<file path="src/sv/rrtg_pkg.sv">
// rrtg_pkg: types and constants shared by the rational rate tick generator
// no dependencies; compiled before every other file of the block

package rrtg_pkg;

    // arithmetic widths
    localparam int DIVIDEND_W = 53;   // remainder plus scaled elapsed time stays below 2^53
    localparam int DIVISOR_W  = 40;   // one million times both denominators
    localparam int QUOT_W     = 34;   // quotient stays below 2^34 for any divisor >= 1e6
    localparam int CFG_DATA_W = 12;
    localparam int CFG_IDX_W  = 3;

    localparam logic [19:0] MICROS_PER_SECOND = 20'd1000000;
    localparam logic [31:0] TICK_CAP          = 32'hFFFF_FFFF;

    // configuration register indexes
    localparam logic [CFG_IDX_W-1:0] REG_RATE_NUM  = 3'd0;
    localparam logic [CFG_IDX_W-1:0] REG_RATE_DEN  = 3'd1;
    localparam logic [CFG_IDX_W-1:0] REG_SPEED_NUM = 3'd2;
    localparam logic [CFG_IDX_W-1:0] REG_SPEED_DEN = 3'd3;
    localparam logic [CFG_IDX_W-1:0] REG_PAUSED    = 3'd4;

    // configuration reset values
    localparam logic [11:0] RATE_NUM_RESET  = 12'd60;
    localparam logic [11:0] RATE_DEN_RESET  = 12'd1;
    localparam logic [7:0]  SPEED_NUM_RESET = 8'd1;
    localparam logic [7:0]  SPEED_DEN_RESET = 8'd1;

    // input item action codes
    localparam logic ACTION_ADVANCE = 1'b0;
    localparam logic ACTION_RESET   = 1'b1;

    typedef struct packed {
        logic        action;
        logic [31:0] elapsed_us;
    } in_item_t;

    typedef struct packed {
        logic [31:0] ticks;
        logic        ticks_capped;
        logic [63:0] total_issued;
        logic [31:0] tick_period_us;
    } out_item_t;

    typedef enum logic [3:0] {
        ST_IDLE,
        ST_MUL1,
        ST_MUL2,
        ST_SUM,
        ST_TICK_GO,
        ST_TICK_DIV,
        ST_PER_GO,
        ST_PER_DIV,
        ST_EMIT
    } ctrl_state_t;

    typedef struct packed {
        logic load;
        logic mul1;
        logic mul2;
        logic sum;
        logic div_tick;
        logic commit;
        logic div_period;
        logic emit;
    } ctrl_cmd_t;

    typedef struct packed {
        logic div_busy;
        logic result_free;
    } dp_status_t;

endpackage

</file>
<file path="src/sv/rrtg_divider.sv">
// rrtg_divider: restoring divider, one quotient bit per cycle
// depends on rrtg_pkg for the operand widths

module rrtg_divider (
    input  logic                             clk,
    input  logic                             rst_n,
    input  logic                             start,
    input  logic [rrtg_pkg::DIVIDEND_W-1:0]  dividend,
    input  logic [rrtg_pkg::DIVISOR_W-1:0]   divisor,
    output logic                             busy,
    output logic [rrtg_pkg::QUOT_W-1:0]      quotient,
    output logic [rrtg_pkg::DIVISOR_W-1:0]   remainder
);

    localparam int QW     = rrtg_pkg::QUOT_W;
    localparam int DW     = rrtg_pkg::DIVISOR_W;
    localparam int NW     = rrtg_pkg::DIVIDEND_W;
    localparam int STEP_W = $clog2(QW);
    localparam logic [STEP_W-1:0] LAST_STEP = STEP_W'(QW - 1);

    logic              busy_reg;
    logic [STEP_W-1:0] step_reg;
    logic [DW-1:0]     part_reg;
    logic [DW-1:0]     part_next;
    logic [QW-1:0]     low_reg;
    logic [DW-1:0]     divisor_reg;
    logic [DW:0]       trial;
    logic [DW+1:0]     diff;
    logic              fits;

    // shift in the next dividend bit, subtract if it fits
    assign trial     = {part_reg, low_reg[QW-1]};
    assign diff      = {1'b0, trial} - {2'b00, divisor_reg};
    assign fits      = ~diff[DW+1];
    assign part_next = fits ? diff[DW-1:0] : trial[DW-1:0];

    always_ff @(posedge clk or negedge rst_n) begin
        if (!rst_n)
        begin
            busy_reg <= 1'b0;
            step_reg <= '0;
        end
        else if (start)
        begin
            busy_reg <= 1'b1;
            step_reg <= '0;
        end
        else if (busy_reg)
        begin
            step_reg <= step_reg + 1'b1;
            if (step_reg == LAST_STEP)
            begin
                busy_reg <= 1'b0;
            end
        end
    end

    always_ff @(posedge clk) begin
        if (start)
        begin
            part_reg    <= DW'(dividend[NW-1:QW]);
            low_reg     <= dividend[QW-1:0];
            divisor_reg <= divisor;
        end
        else if (busy_reg)
        begin
            part_reg <= part_next;
            low_reg  <= {low_reg[QW-2:0], fits};
        end
    end

    assign busy      = busy_reg;
    assign quotient  = low_reg;
    assign remainder = part_reg;

endmodule

</file>
<file path="src/sv/rrtg_datapath.sv">
// rrtg_datapath: configuration registers, multipliers, accumulator, issued count
// and result register; depends on rrtg_pkg and rrtg_divider

module rrtg_datapath (
    input  logic                              clk,
    input  logic                              rst_n,
    input  rrtg_pkg::ctrl_cmd_t               cmd,
    output rrtg_pkg::dp_status_t              status,
    input  rrtg_pkg::in_item_t                item,
    input  logic                              cfg_write,
    input  logic [rrtg_pkg::CFG_IDX_W-1:0]    cfg_index,
    input  logic [rrtg_pkg::CFG_DATA_W-1:0]   cfg_data,
    input  logic                              result_stall,
    output logic                              result_valid,
    output rrtg_pkg::out_item_t               result
);

    localparam int QW = rrtg_pkg::QUOT_W;
    localparam int DW = rrtg_pkg::DIVISOR_W;
    localparam int NW = rrtg_pkg::DIVIDEND_W;

    // configuration
    logic [11:0] rate_num_reg;
    logic [11:0] rate_den_reg;
    logic [7:0]  speed_num_reg;
    logic [7:0]  speed_den_reg;
    logic        paused_reg;
    logic        rate_ok;

    // per-transaction operands
    logic        action_reg;
    logic        active_reg;
    logic [31:0] elapsed_reg;
    logic [43:0] prod1_reg;
    logic [31:0] base_reg;
    logic [51:0] prod2_reg;
    logic [DW-1:0] per_tick_reg;
    logic [NW-1:0] sum_reg;
    logic [QW-1:0] ticks_q_reg;

    // state
    logic [DW-1:0] accum_reg;
    logic [63:0]   issued_reg;

    // result register
    logic                 result_valid_reg;
    rrtg_pkg::out_item_t  result_reg;
    rrtg_pkg::out_item_t  result_next;
    logic                 result_free;

    // divider
    logic          div_start;
    logic [NW-1:0] div_dividend;
    logic [DW-1:0] div_divisor;
    logic          div_busy;
    logic [QW-1:0] div_quotient;
    logic [DW-1:0] div_remainder;

    assign rate_ok = (rate_num_reg != '0) && (rate_den_reg != '0);

    always_ff @(posedge clk or negedge rst_n) begin
        if (!rst_n)
        begin
            rate_num_reg  <= rrtg_pkg::RATE_NUM_RESET;
            rate_den_reg  <= rrtg_pkg::RATE_DEN_RESET;
            speed_num_reg <= rrtg_pkg::SPEED_NUM_RESET;
            speed_den_reg <= rrtg_pkg::SPEED_DEN_RESET;
            paused_reg    <= 1'b0;
        end
        else if (cmd.commit && action_reg == rrtg_pkg::ACTION_RESET)
        begin
            paused_reg <= 1'b0;
        end
        else if (cfg_write)
        begin
            case (cfg_index)
                rrtg_pkg::REG_RATE_NUM:  rate_num_reg  <= cfg_data[11:0];
                rrtg_pkg::REG_RATE_DEN:  rate_den_reg  <= cfg_data[11:0];
                rrtg_pkg::REG_SPEED_NUM: speed_num_reg <= cfg_data[7:0];
                rrtg_pkg::REG_SPEED_DEN: speed_den_reg <= cfg_data[7:0];
                rrtg_pkg::REG_PAUSED:    paused_reg    <= cfg_data[0];
                default:                 ;
            endcase
        end
    end

    // operand pipeline, one multiply per register
    always_ff @(posedge clk) begin
        if (cmd.load)
        begin
            action_reg  <= item.action;
            elapsed_reg <= item.elapsed_us;
            active_reg  <= (item.action == rrtg_pkg::ACTION_ADVANCE) && rate_ok
                           && (speed_num_reg != '0) && (speed_den_reg != '0)
                           && !paused_reg && (item.elapsed_us != '0);
        end
        if (cmd.mul1)
        begin
            prod1_reg <= 44'(elapsed_reg) * 44'(rate_num_reg);
            base_reg  <= 32'(rrtg_pkg::MICROS_PER_SECOND) * 32'(rate_den_reg);
        end
        if (cmd.mul2)
        begin
            prod2_reg    <= 52'(prod1_reg) * 52'(speed_num_reg);
            per_tick_reg <= 40'(base_reg) * 40'(speed_den_reg);
        end
        if (cmd.sum)
        begin
            sum_reg <= NW'(accum_reg) + NW'(prod2_reg);
        end
        if (cmd.commit)
        begin
            ticks_q_reg <= (active_reg && action_reg == rrtg_pkg::ACTION_ADVANCE)
                           ? div_quotient : '0;
        end
    end

    always_ff @(posedge clk or negedge rst_n) begin
        if (!rst_n)
        begin
            accum_reg  <= '0;
            issued_reg <= '0;
        end
        else if (cmd.commit)
        begin
            if (action_reg == rrtg_pkg::ACTION_RESET)
            begin
                accum_reg  <= '0;
                issued_reg <= '0;
            end
            else if (active_reg)
            begin
                accum_reg  <= div_remainder;
                issued_reg <= issued_reg + 64'(div_quotient);
            end
        end
    end

    // shared divider: ticks first, then the period
    assign div_start    = cmd.div_tick | cmd.div_period;
    assign div_dividend = cmd.div_period ? NW'(base_reg) : sum_reg;
    assign div_divisor  = cmd.div_period ? DW'(rate_num_reg) : per_tick_reg;

    rrtg_divider u_divider (
        .clk       (clk),
        .rst_n     (rst_n),
        .start     (div_start),
        .dividend  (div_dividend),
        .divisor   (div_divisor),
        .busy      (div_busy),
        .quotient  (div_quotient),
        .remainder (div_remainder)
    );

    always_comb begin
        result_next.ticks          = (|ticks_q_reg[QW-1:32]) ? rrtg_pkg::TICK_CAP
                                                             : ticks_q_reg[31:0];
        result_next.ticks_capped   = |ticks_q_reg[QW-1:32];
        result_next.total_issued   = issued_reg;
        result_next.tick_period_us = rate_ok ? div_quotient[31:0] : '0;
    end

    assign result_free = !result_valid_reg || !result_stall;

    always_ff @(posedge clk or negedge rst_n) begin
        if (!rst_n)
        begin
            result_valid_reg <= 1'b0;
        end
        else if (cmd.emit)
        begin
            result_valid_reg <= 1'b1;
        end
        else if (!result_stall)
        begin
            result_valid_reg <= 1'b0;
        end
    end

    always_ff @(posedge clk) begin
        if (cmd.emit)
        begin
            result_reg <= result_next;
        end
    end

    assign status.div_busy    = div_busy;
    assign status.result_free = result_free;
    assign result_valid       = result_valid_reg;
    assign result             = result_reg;

endmodule

</file>
<file path="src/sv/rrtg_ctrl.sv">
// rrtg_ctrl: sequencing state machine for one transaction at a time
// depends on rrtg_pkg for the state type and the command and status structs

module rrtg_ctrl (
    input  logic                  clk,
    input  logic                  rst_n,
    input  logic                  item_valid,
    output logic                  item_stall,
    input  rrtg_pkg::dp_status_t  status,
    output rrtg_pkg::ctrl_cmd_t   cmd
);

    rrtg_pkg::ctrl_state_t state_reg;
    rrtg_pkg::ctrl_state_t state_next;

    always_ff @(posedge clk or negedge rst_n) begin
        if (!rst_n)
        begin
            state_reg <= rrtg_pkg::ST_IDLE;
        end
        else
        begin
            state_reg <= state_next;
        end
    end

    always_comb begin
        state_next = state_reg;
        cmd        = '0;
        item_stall = 1'b1;
        case (state_reg)
            rrtg_pkg::ST_IDLE:
            begin
                item_stall = 1'b0;
                if (item_valid)
                begin
                    cmd.load   = 1'b1;
                    state_next = rrtg_pkg::ST_MUL1;
                end
            end
            rrtg_pkg::ST_MUL1:
            begin
                cmd.mul1   = 1'b1;
                state_next = rrtg_pkg::ST_MUL2;
            end
            rrtg_pkg::ST_MUL2:
            begin
                cmd.mul2   = 1'b1;
                state_next = rrtg_pkg::ST_SUM;
            end
            rrtg_pkg::ST_SUM:
            begin
                cmd.sum    = 1'b1;
                state_next = rrtg_pkg::ST_TICK_GO;
            end
            rrtg_pkg::ST_TICK_GO:
            begin
                cmd.div_tick = 1'b1;
                state_next   = rrtg_pkg::ST_TICK_DIV;
            end
            rrtg_pkg::ST_TICK_DIV:
            begin
                if (!status.div_busy)
                begin
                    cmd.commit = 1'b1;
                    state_next = rrtg_pkg::ST_PER_GO;
                end
            end
            rrtg_pkg::ST_PER_GO:
            begin
                cmd.div_period = 1'b1;
                state_next     = rrtg_pkg::ST_PER_DIV;
            end
            rrtg_pkg::ST_PER_DIV:
            begin
                if (!status.div_busy)
                begin
                    state_next = rrtg_pkg::ST_EMIT;
                end
            end
            rrtg_pkg::ST_EMIT:
            begin
                if (status.result_free)
                begin
                    cmd.emit   = 1'b1;
                    state_next = rrtg_pkg::ST_IDLE;
                end
            end
            default:
            begin
                state_next = rrtg_pkg::ST_IDLE;
            end
        endcase
    end

endmodule

</file>
<file path="src/sv/rational_rate_tick_generator.sv">
// rational_rate_tick_generator: top level of the rational rate tick generator
// depends on rrtg_pkg, rrtg_ctrl, rrtg_datapath (which holds rrtg_divider)

// Converts elapsed microseconds into whole ticks of a rational tick rate played at a
// rational speed. An advance transaction adds elapsed_us * rate_numerator *
// speed_numerator to a 40-bit remainder and divides by 1e6 * rate_denominator *
// speed_denominator; the quotient is the tick count (reported saturated at 2^32-1
// with ticks_capped), the remainder is kept, and a 64-bit issued count grows.
// Paused, zero elapsed time, a zero rate or a zero speed give zero ticks and leave
// the state alone. A reset transaction clears remainder, issued count and paused.
// Every result carries the tick period 1e6 * rate_denominator / rate_numerator, or
// zero when the rate is zero. One transaction is in work at a time: from acceptance
// to the result register it passes the shared restoring divider, used first for the
// tick quotient and then for the period (a start step, the quotient bits one by one
// and a step to see it done), plus two multiply steps, a sum step and the emit step.
// A new transaction is taken only once the last has reached the result register. The
// result register lets the next transaction enter while the previous result waits.
// Configuration registers (index: 0 rate_numerator, 1 rate_denominator,
// 2 speed_numerator, 3 speed_denominator, 4 paused) are always ready and are to be
// written only while the block is idle; other indexes are ignored.

module rational_rate_tick_generator (
    input  logic                              clk,
    input  logic                              rst_n,
    // input transactions
    input  logic                              item_valid,
    output logic                              item_stall,
    input  rrtg_pkg::in_item_t                item,
    // result transactions
    output logic                              result_valid,
    input  logic                              result_stall,
    output rrtg_pkg::out_item_t               result,
    // configuration writes
    input  logic                              cfg_valid,
    output logic                              cfg_ready,
    input  logic [rrtg_pkg::CFG_IDX_W-1:0]    cfg_index,
    input  logic [rrtg_pkg::CFG_DATA_W-1:0]   cfg_data
);

    rrtg_pkg::ctrl_cmd_t  cmd;
    rrtg_pkg::dp_status_t status;
    logic                 cfg_write;

    // register file is always ready; a write made as a reset transaction commits is lost
    assign cfg_ready = 1'b1;
    assign cfg_write = cfg_valid & cfg_ready;

    // sequencer: load, two multiply steps, sum, tick divide, period divide, emit
    rrtg_ctrl u_ctrl (
        .clk        (clk),
        .rst_n      (rst_n),
        .item_valid (item_valid),
        .item_stall (item_stall),
        .status     (status),
        .cmd        (cmd)
    );

    // arithmetic, state and the result register
    rrtg_datapath u_datapath (
        .clk          (clk),
        .rst_n        (rst_n),
        .cmd          (cmd),
        .status       (status),
        .item         (item),
        .cfg_write    (cfg_write),
        .cfg_index    (cfg_index),
        .cfg_data     (cfg_data),
        .result_stall (result_stall),
        .result_valid (result_valid),
        .result       (result)
    );

endmodule

</file>
<file path="config.mk">
export PLATFORM = sky130hd
export DESIGN_NAME = rational_rate_tick_generator
export DESIGN_NICKNAME = d
export VERILOG_FILES = /design/src/sv/rrtg_pkg.sv /design/src/sv/rrtg_divider.sv /design/src/sv/rrtg_datapath.sv /design/src/sv/rrtg_ctrl.sv /design/src/sv/rational_rate_tick_generator.sv
export SDC_FILE = /design/constraint.sdc
export NUM_CORES = 2
export LEC_CHECK = 0
export BUFFER_PORTS_ARGS = -buffer_cell sky130_fd_sc_hd__buf_2
export CORE_UTILIZATION = 60
export DETAILED_ROUTE_END_ITERATION = 8
export HOLD_SLACK_MARGIN = 0.06
export PLACE_DENSITY = 0.77
export SETUP_SLACK_MARGIN = 0.1
export SYNTH_ARGS = -nofsm -noshare
export SYNTH_HDL_FRONTEND = slang
export SYNTH_SLANG_ARGS = --single-unit
</file>
<file path="constraint.sdc">
create_clock -name clk -period 22.8 [get_ports clk]
set_input_delay 2.28 -clock clk [delete_from_list [all_inputs] [get_ports clk]]
set_output_delay 2.28 -clock clk [all_outputs]
set_load 0.02 [all_outputs]
</file>
Yosys cells after proc, flatten, opt, wreduce, memory -nomap -nowiden
Index checks and enable logic that the tools add are counted.

Bitwise operators: 5. Multipliers: 4. Reductions and logical operators: 31. Equal/unequal tests: 18. Multiplexer cells: 38. Add/sub/neg operators: 4.

Operators with widths (count): 64-bit 2-to-1 mux (2); 40-bit 2-to-1 mux (3); 34-bit 2-to-1 mux (2); 64-bit by 34-bit adder with 64-bit output (1); 40-bit by 52-bit adder with 53-bit output (1); 53-bit 2-to-1 mux (1); 44-bit by 8-bit multiplier with 52-bit output (1); 32-bit by 12-bit multiplier with 44-bit output (1); 41-bit by 40-bit subtractor with 42-bit output (1); 19-bit 2-to-1 mux (2); 4-bit one-hot mux with 9 select lines (1); 26-bit by 8-bit multiplier with 34-bit output (1); 32-bit nonzero test (1); 14-bit by 12-bit multiplier with 26-bit output (first input constant) (1); 12-bit nonzero test (2); 1-bit 2-to-1 mux (20); 4-bit by 3-bit == test with 1-bit output (second input constant) (4); 4-bit 2-to-1 mux (4); 8-bit nonzero test (2); 12-bit 2-to-1 mux (1); 6-bit 2-to-1 mux (2); 3-bit AND reduction (4); 4-bit by 2-bit == test with 1-bit output (second input constant) (2); 1-bit logical AND (8); other kinds (19) (32).

Bits in registers: 677.

Logic depth before layout (Yosys ltp)
Depth in word-level cells: 7. Mapped depth: 25.

By module
From an unflattened synthesis, not the netlist that was laid out.

Cells, all modules: 6331. Area total of the unflattened synthesis: 63584.7 um2.

By module, submodules not included: rrtg_datapath (cells each 5566, seq. area each 15854.0 um2, area each 55888.6 um2, instances 1); rrtg_divider (cells each 729, seq. area each 3388.2 um2, area each 7405.9 um2, instances 1); rrtg_ctrl (cells each 34, seq. area each 100.1 um2, area each 279.0 um2, instances 1); rational_rate_tick_generator (cells each 2, seq. area each 0.0 um2, area each 11.3 um2, instances 1).

Worst setup path after synthesis
OpenSTA, ideal clock, no wires.

Path type: register to register. From: reg u_ctrl.state_reg[1]. To: reg u_datapath.per_tick_reg[10], enable pin. Data arrival time: 8.809 ns. Setup slack: 13.249 ns. Library setup time: 0.742 ns. Stages on the path, launching flop included: 4. Buffers on the path: 1. Cells stage by stage: dfrtp_1 inv_1 clkbuf_1 nor4_1.

Word-level cells in the longest chain between the ends: 2.

RTL lines: start, declared (line rrtg_ctrl.sv:13) `rrtg_pkg::ctrl_state_t state_reg;`; start signal, assigned (line rrtg_ctrl.sv:19) `state_reg <= rrtg_pkg::ST_IDLE;`; start signal, assigned (line rrtg_ctrl.sv:23) `state_reg <= state_next;`; 4-bit by 2-bit == test with 1-bit output (line rrtg_ctrl.sv:31) `case (state_reg)`; 1-bit 2-to-1 mux (line rrtg_ctrl.sv:31); end signal, assigned (line rrtg_datapath.sv:105) `per_tick_reg <= 40'(base_reg) * 40'(speed_den_reg);`; end, declared (line rrtg_datapath.sv:37) `logic [DW-1:0] per_tick_reg;`.

Every way passes these cells. A chain may end at the register's enable or synchronous reset.

Worst setup path after layout
From: reg u_datapath.rate_num_reg[3]. To: reg u_datapath.prod1_reg[40] (data pin).

Word-level cells in the longest chain between the ends: 1.

RTL lines: start, declared (line rrtg_datapath.sv:23) `logic [11:0] rate_num_reg;`; start signal, assigned (line rrtg_datapath.sv:64) `rate_num_reg <= rrtg_pkg::RATE_NUM_RESET;`; start signal, assigned (line rrtg_datapath.sv:77) `rrtg_pkg::REG_RATE_NUM: rate_num_reg <= cfg_data[11:0];`; 32-bit by 12-bit multiplier with 44-bit output (line rrtg_datapath.sv:99) `prod1_reg <= 44'(elapsed_reg) * 44'(rate_num_reg);`; end signal, assigned (line rrtg_datapath.sv:99); end, declared (line rrtg_datapath.sv:34) `logic [43:0] prod1_reg;`.

Every way passes these cells.

==> impl_metrics.xml <==
<?xml version="1.0" encoding="UTF-8"?>
<metrics>
  <group name="status">
    <metric name="run_status" unit="">completed</metric>
  </group>
  <group name="yosys">
    <metric name="yosys.area.top_type" unit="">sky130_fd_sc_hd__edfxtp_1</metric>
    <metric name="synth.cells.most_frequent" unit="">sky130_fd_sc_hd__inv_1, sky130_fd_sc_hd__nand2_1, sky130_fd_sc_hd__fa_1, sky130_fd_sc_hd__and2_1, sky130_fd_sc_hd__edfxtp_1</metric>
    <metric name="synth_enable_flop_cells" unit="">499</metric>
    <metric name="synth_ff_type" unit="">sky130_fd_sc_hd__edfxtp_1</metric>
    <metric name="netlist_instances" unit="">6055</metric>
    <metric name="netlist_top_cells_area" unit="">sky130_fd_sc_hd__edfxtp_1, sky130_fd_sc_hd__fa_1, sky130_fd_sc_hd__ha_1, sky130_fd_sc_hd__dfrtp_1, sky130_fd_sc_hd__inv_1</metric>
    <metric name="netlist-cell-type-count" unit="">85</metric>
    <metric name="yosys.cell_count.top_type" unit="">sky130_fd_sc_hd__inv_1</metric>
    <metric name="portion_of_the_post_synthesis_area_used_by_sequential_elements" unit="%">31.4</metric>
    <metric name="syn-mean-instance-area" unit="um^2">10.2</metric>
    <metric name="async_reset_ff_share" unit="%">23.2</metric>
    <metric name="postSynthNetCount" unit="">7253</metric>
    <metric name="synth.cell_area" unit="um^2">61600</metric>
    <metric name="ys.warnings.count" unit="">0</metric>
    <metric name="area_fraction_of_the_dominant_cell_type_after_synthesis" unit="%">24.3</metric>
    <metric name="synth-seq-cells" unit="">677</metric>
  </group>
  <group name="placed_design">
    <metric name="globalplace.congestion" unit="">0.926</metric>
    <metric name="place_worst_setup_slack" unit="ps">15900</metric>
    <metric name="io_buffers" unit="">183</metric>
    <metric name="hpwlAfterDp" unit="mm">114</metric>
  </group>
  <group name="route">
    <metric name="via_per_inst" unit="">5.84</metric>
    <metric name="wire_per_inst" unit="um">20.1</metric>
    <metric name="drcViolationCount" unit="">0</metric>
    <metric name="detailroute.via_count" unit="">43900</metric>
    <metric name="detail_route.wirelength" unit="mm">151</metric>
    <metric name="drt_pre_antenna_iters" unit="">5</metric>
    <metric name="drt_iter0_markers" unit="">3205</metric>
    <metric name="detail-route-antenna-nets" unit="">0</metric>
  </group>
  <group name="timing">
    <metric name="rsz0062_at_grt" unit="">no</metric>
    <metric name="final_min_period_over_clock_period" unit="%">30.4</metric>
    <metric name="count_of_final_hold_check_violations" unit="">0</metric>
    <metric name="timing.clock.skew" unit="ps">31.5</metric>
    <metric name="transition_time_at_the_pin_with_the_least_slew_margin" unit="ps">1290</metric>
    <metric name="setup_total_negative_slack" unit="ps">0</metric>
    <metric name="final.min_clock_period" unit="ps">6930</metric>
    <metric name="postLayoutSetupSlackWorst" unit="ps">15870</metric>
    <metric name="worst_slew_margin_rel" unit="%">13.7</metric>
    <metric name="final_report_max_slew_violation_count" unit="">0</metric>
    <metric name="total_setup_violations_reported_at_the_end_of_the_flow" unit="">0</metric>
    <metric name="fmaxAchievable" unit="MHz">144</metric>
    <metric name="hold_ws" unit="ps">483</metric>
  </group>
  <group name="min_path">
    <metric name="hold_path_startpoint" unit="">u_datapath.issued_reg[63]$_DFFE_PN0P_</metric>
    <metric name="min_path_type" unit="">register to register</metric>
    <metric name="timing.hold.worst_path_depth" unit="">0</metric>
    <metric name="destination_of_the_worst_hold_path" unit="">u_datapath.result[95]$_DFFE_PP_</metric>
  </group>
  <group name="cts">
    <metric name="buffer_depth_of_the_longest_clock_path" unit="">3</metric>
    <metric name="clock_tree.htree_level_count" unit="">3</metric>
    <metric name="cts.reportedPaths.clkPinSlew" unit="ps">60</metric>
    <metric name="postCtsHoldBufs" unit="">0</metric>
    <metric name="insertion_delay" unit="ps">670</metric>
    <metric name="root_buffer_cell" unit="">sky130_fd_sc_hd__clkbuf_16</metric>
    <metric name="tritoncts.num_buffers" unit="">78</metric>
    <metric name="cts.repair.resized" unit="">0</metric>
    <metric name="cts_tree" unit="">built</metric>
    <metric name="number_of_buffers_added_for_setup_after_cts" unit="">0</metric>
    <metric name="cts.sinks" unit="">677</metric>
  </group>
  <group name="die">
    <metric name="area_of_the_core" unit="um^2">102000</metric>
    <metric name="die_w" unit="um">323</metric>
    <metric name="initial_core_util" unit="%">60.6</metric>
    <metric name="die_height" unit="um">323</metric>
    <metric name="pin_count" unit="">185</metric>
    <metric name="die-area" unit="um^2">104000</metric>
    <metric name="num_rows" unit="">117</metric>
  </group>
  <group name="setup_path">
    <metric name="r2r.worst_path.cells" unit="">20</metric>
    <metric name="reg2reg_setup_slack" unit="ps">15870</metric>
    <metric name="timing.critical_path.arrival" unit="ps">7340</metric>
    <metric name="worstReg2RegEnd" unit="">u_datapath.prod1_reg[40]$_DFFE_PP_</metric>
    <metric name="timing.critical_path.required" unit="ps">23210</metric>
    <metric name="critPathSlowestCell" unit="">sky130_fd_sc_hd__dfstp_2</metric>
    <metric name="cp-end-kind" unit="">register</metric>
    <metric name="cp_common_cell" unit="">sky130_fd_sc_hd__fa_1</metric>
    <metric name="startpoint_type" unit="">register</metric>
    <metric name="cp_max_fo" unit="">35</metric>
    <metric name="worst_path_largest_cell_delay" unit="ps">1070</metric>
    <metric name="worstSetupPathType" unit="">register to register</metric>
    <metric name="reg2reg_from" unit="">u_datapath.rate_num_reg[3]$_DFFE_PN1P_</metric>
    <metric name="path_cells" unit="">nand2_1, fa_1, fa_1, inv_1, fa_1, fa_1, inv_1, fa_1, inv_1, ha_1, and4_1, o311a_1, o311ai_0, a31oi_1, a21o_1, a41oi_1, nand2b_1, o21ba_2, a21oi_1, xor2_1</metric>
  </group>
  <group name="grt">
    <metric name="grt_antenna_before_repair" unit="">3</metric>
    <metric name="grt_start_max_net_pins" unit="">85</metric>
    <metric name="grt.total_usage" unit="%">29.9</metric>
    <metric name="first_global_vias" unit="">45500</metric>
    <metric name="grt.overflow.total" unit="">0</metric>
    <metric name="grt_pass1_wl" unit="mm">242</metric>
  </group>
  <group name="layout">
    <metric name="largest_register_ffs" unit="">129</metric>
    <metric name="share_of_layout_cells_above_drive_strength_1" unit="%">7.12</metric>
    <metric name="layout.nets" unit="">7284</metric>
    <metric name="finalCoreUtilization" unit="%">65.1</metric>
    <metric name="syn2layout_area_growth" unit="%">7.51</metric>
    <metric name="n_antenna_cell" unit="">0</metric>
  </group>
  <group name="job">
    <metric name="drv_cap" unit="">0</metric>
  </group>
</metrics>
## placed cells by master (no fill, tap or decap), types with 11 or more instances in the layout
cell                        instances
sky130_fd_sc_hd__o31ai_1           19
sky130_fd_sc_hd__inv_1            842
sky130_fd_sc_hd__nand2b_1          33
sky130_fd_sc_hd__a21o_1           118
sky130_fd_sc_hd__edfxtp_1         499
sky130_fd_sc_hd__o211ai_1          12
sky130_fd_sc_hd__nor2_1           163
sky130_fd_sc_hd__xnor2_1          185
sky130_fd_sc_hd__o21ai_0          174
sky130_fd_sc_hd__buf_4             43
sky130_fd_sc_hd__a21oi_1          256
sky130_fd_sc_hd__or2_2             13
sky130_fd_sc_hd__fa_1             734
sky130_fd_sc_hd__mux2_2            34
sky130_fd_sc_hd__clkbuf_16         79
sky130_fd_sc_hd__o21a_1            44
sky130_fd_sc_hd__xor2_1            82
sky130_fd_sc_hd__and2_1           502
sky130_fd_sc_hd__nand2_1          792
sky130_fd_sc_hd__or3_1             48
sky130_fd_sc_hd__clkinv_2          12
sky130_fd_sc_hd__ha_1             411
sky130_fd_sc_hd__nor4_1            29
sky130_fd_sc_hd__buf_2            182
sky130_fd_sc_hd__o21bai_1          27
sky130_fd_sc_hd__nor3_1            35
sky130_fd_sc_hd__and4_1            11
sky130_fd_sc_hd__a31oi_1           53
sky130_fd_sc_hd__nand3_1           67
sky130_fd_sc_hd__and3_1            52
sky130_fd_sc_hd__dfxtp_1           21
sky130_fd_sc_hd__mux2i_1           29
sky130_fd_sc_hd__a22o_1            75
sky130_fd_sc_hd__dfrtp_1          149
sky130_fd_sc_hd__nor2b_1           54
sky130_fd_sc_hd__a211oi_1          26
sky130_fd_sc_hd__nand4_1           37
## cell type report
type | count | area (um^2)
Fill cell | 7940 | 35500
Multi-Input combinational cell | 4259 | 38200
Sequential cell | 677 | 19300
Timing Repair Buffer | 226 | 1240
Tap cell | 1368 | 1710
Clock buffer | 99 | 2150
Clock inverter | 46 | 488
Inverter | 844 | 3170
## metrics by stage
stage	std cells	area (um^2)
finish	7519	66300
floorplan	6055	61600
global placement	7374	63600
CTS	7519	66300
global route	7519	66300
detailed placement	7374	63600
## critical path: cells and delay by family (launching register included)
kind,cells,cell delay [ps]
xor gates and xnor gates,1,150
and+or+nand+nor,3,620
DFF,1,1070
adders and majority gates,6,2870
buffers and inverters,3,140
AOI/OAI and AO/OA,7,1800
## per-layer routing
metal  wire [um]  global-route usage, %  vias up
li1            -                      -    19900
met1       60100                   37.8    21900
met2       74800                   51.7     1731
met3        9940                   4.06      344
met4        6370                   12.4        6
met5          44                      0        -
## worst max-delay path by stage
stage                                                 startpoint                               endpoint  slack, ps
final                     u_datapath.rate_num_reg[3]$_DFFE_PN1P_     u_datapath.prod1_reg[40]$_DFFE_PP_      15870
after global routing      u_datapath.rate_num_reg[3]$_DFFE_PN1P_     u_datapath.prod1_reg[40]$_DFFE_PP_      15530
after CTS                 u_datapath.rate_num_reg[3]$_DFFE_PN1P_     u_datapath.prod1_reg[40]$_DFFE_PP_      15880
after detailed placement  u_datapath.rate_num_reg[3]$_DFFE_PN1P_     u_datapath.prod1_reg[40]$_DFFE_PP_      15900
after global placement    u_datapath.rate_num_reg[3]$_DFFE_PN1P_     u_datapath.prod1_reg[40]$_DFFE_PP_      16120
after floorplan                  u_ctrl.state_reg[1]$_DFFE_PN0P_  u_datapath.per_tick_reg[10]$_DFFE_PP_      13250
## logic make-up after synthesis
logic type / after synthesis / synth area share [%]
AOI/OAI and AO/OA: 917 / 9.76
xor gates and xnor gates: 267 / 3.79
and+or+nand+nor: 1866 / 15.0
buffers and inverters: 1119 / 6.83
adders and majority gates: 1145 / 32.2
DFF: 677 / 31.4
muxes: 63 / 1.09
other: 1 / 0.00608
Power is not shown: default switching activity piles up to over one toggle a cycle in this logic, so the estimate is an artifact.
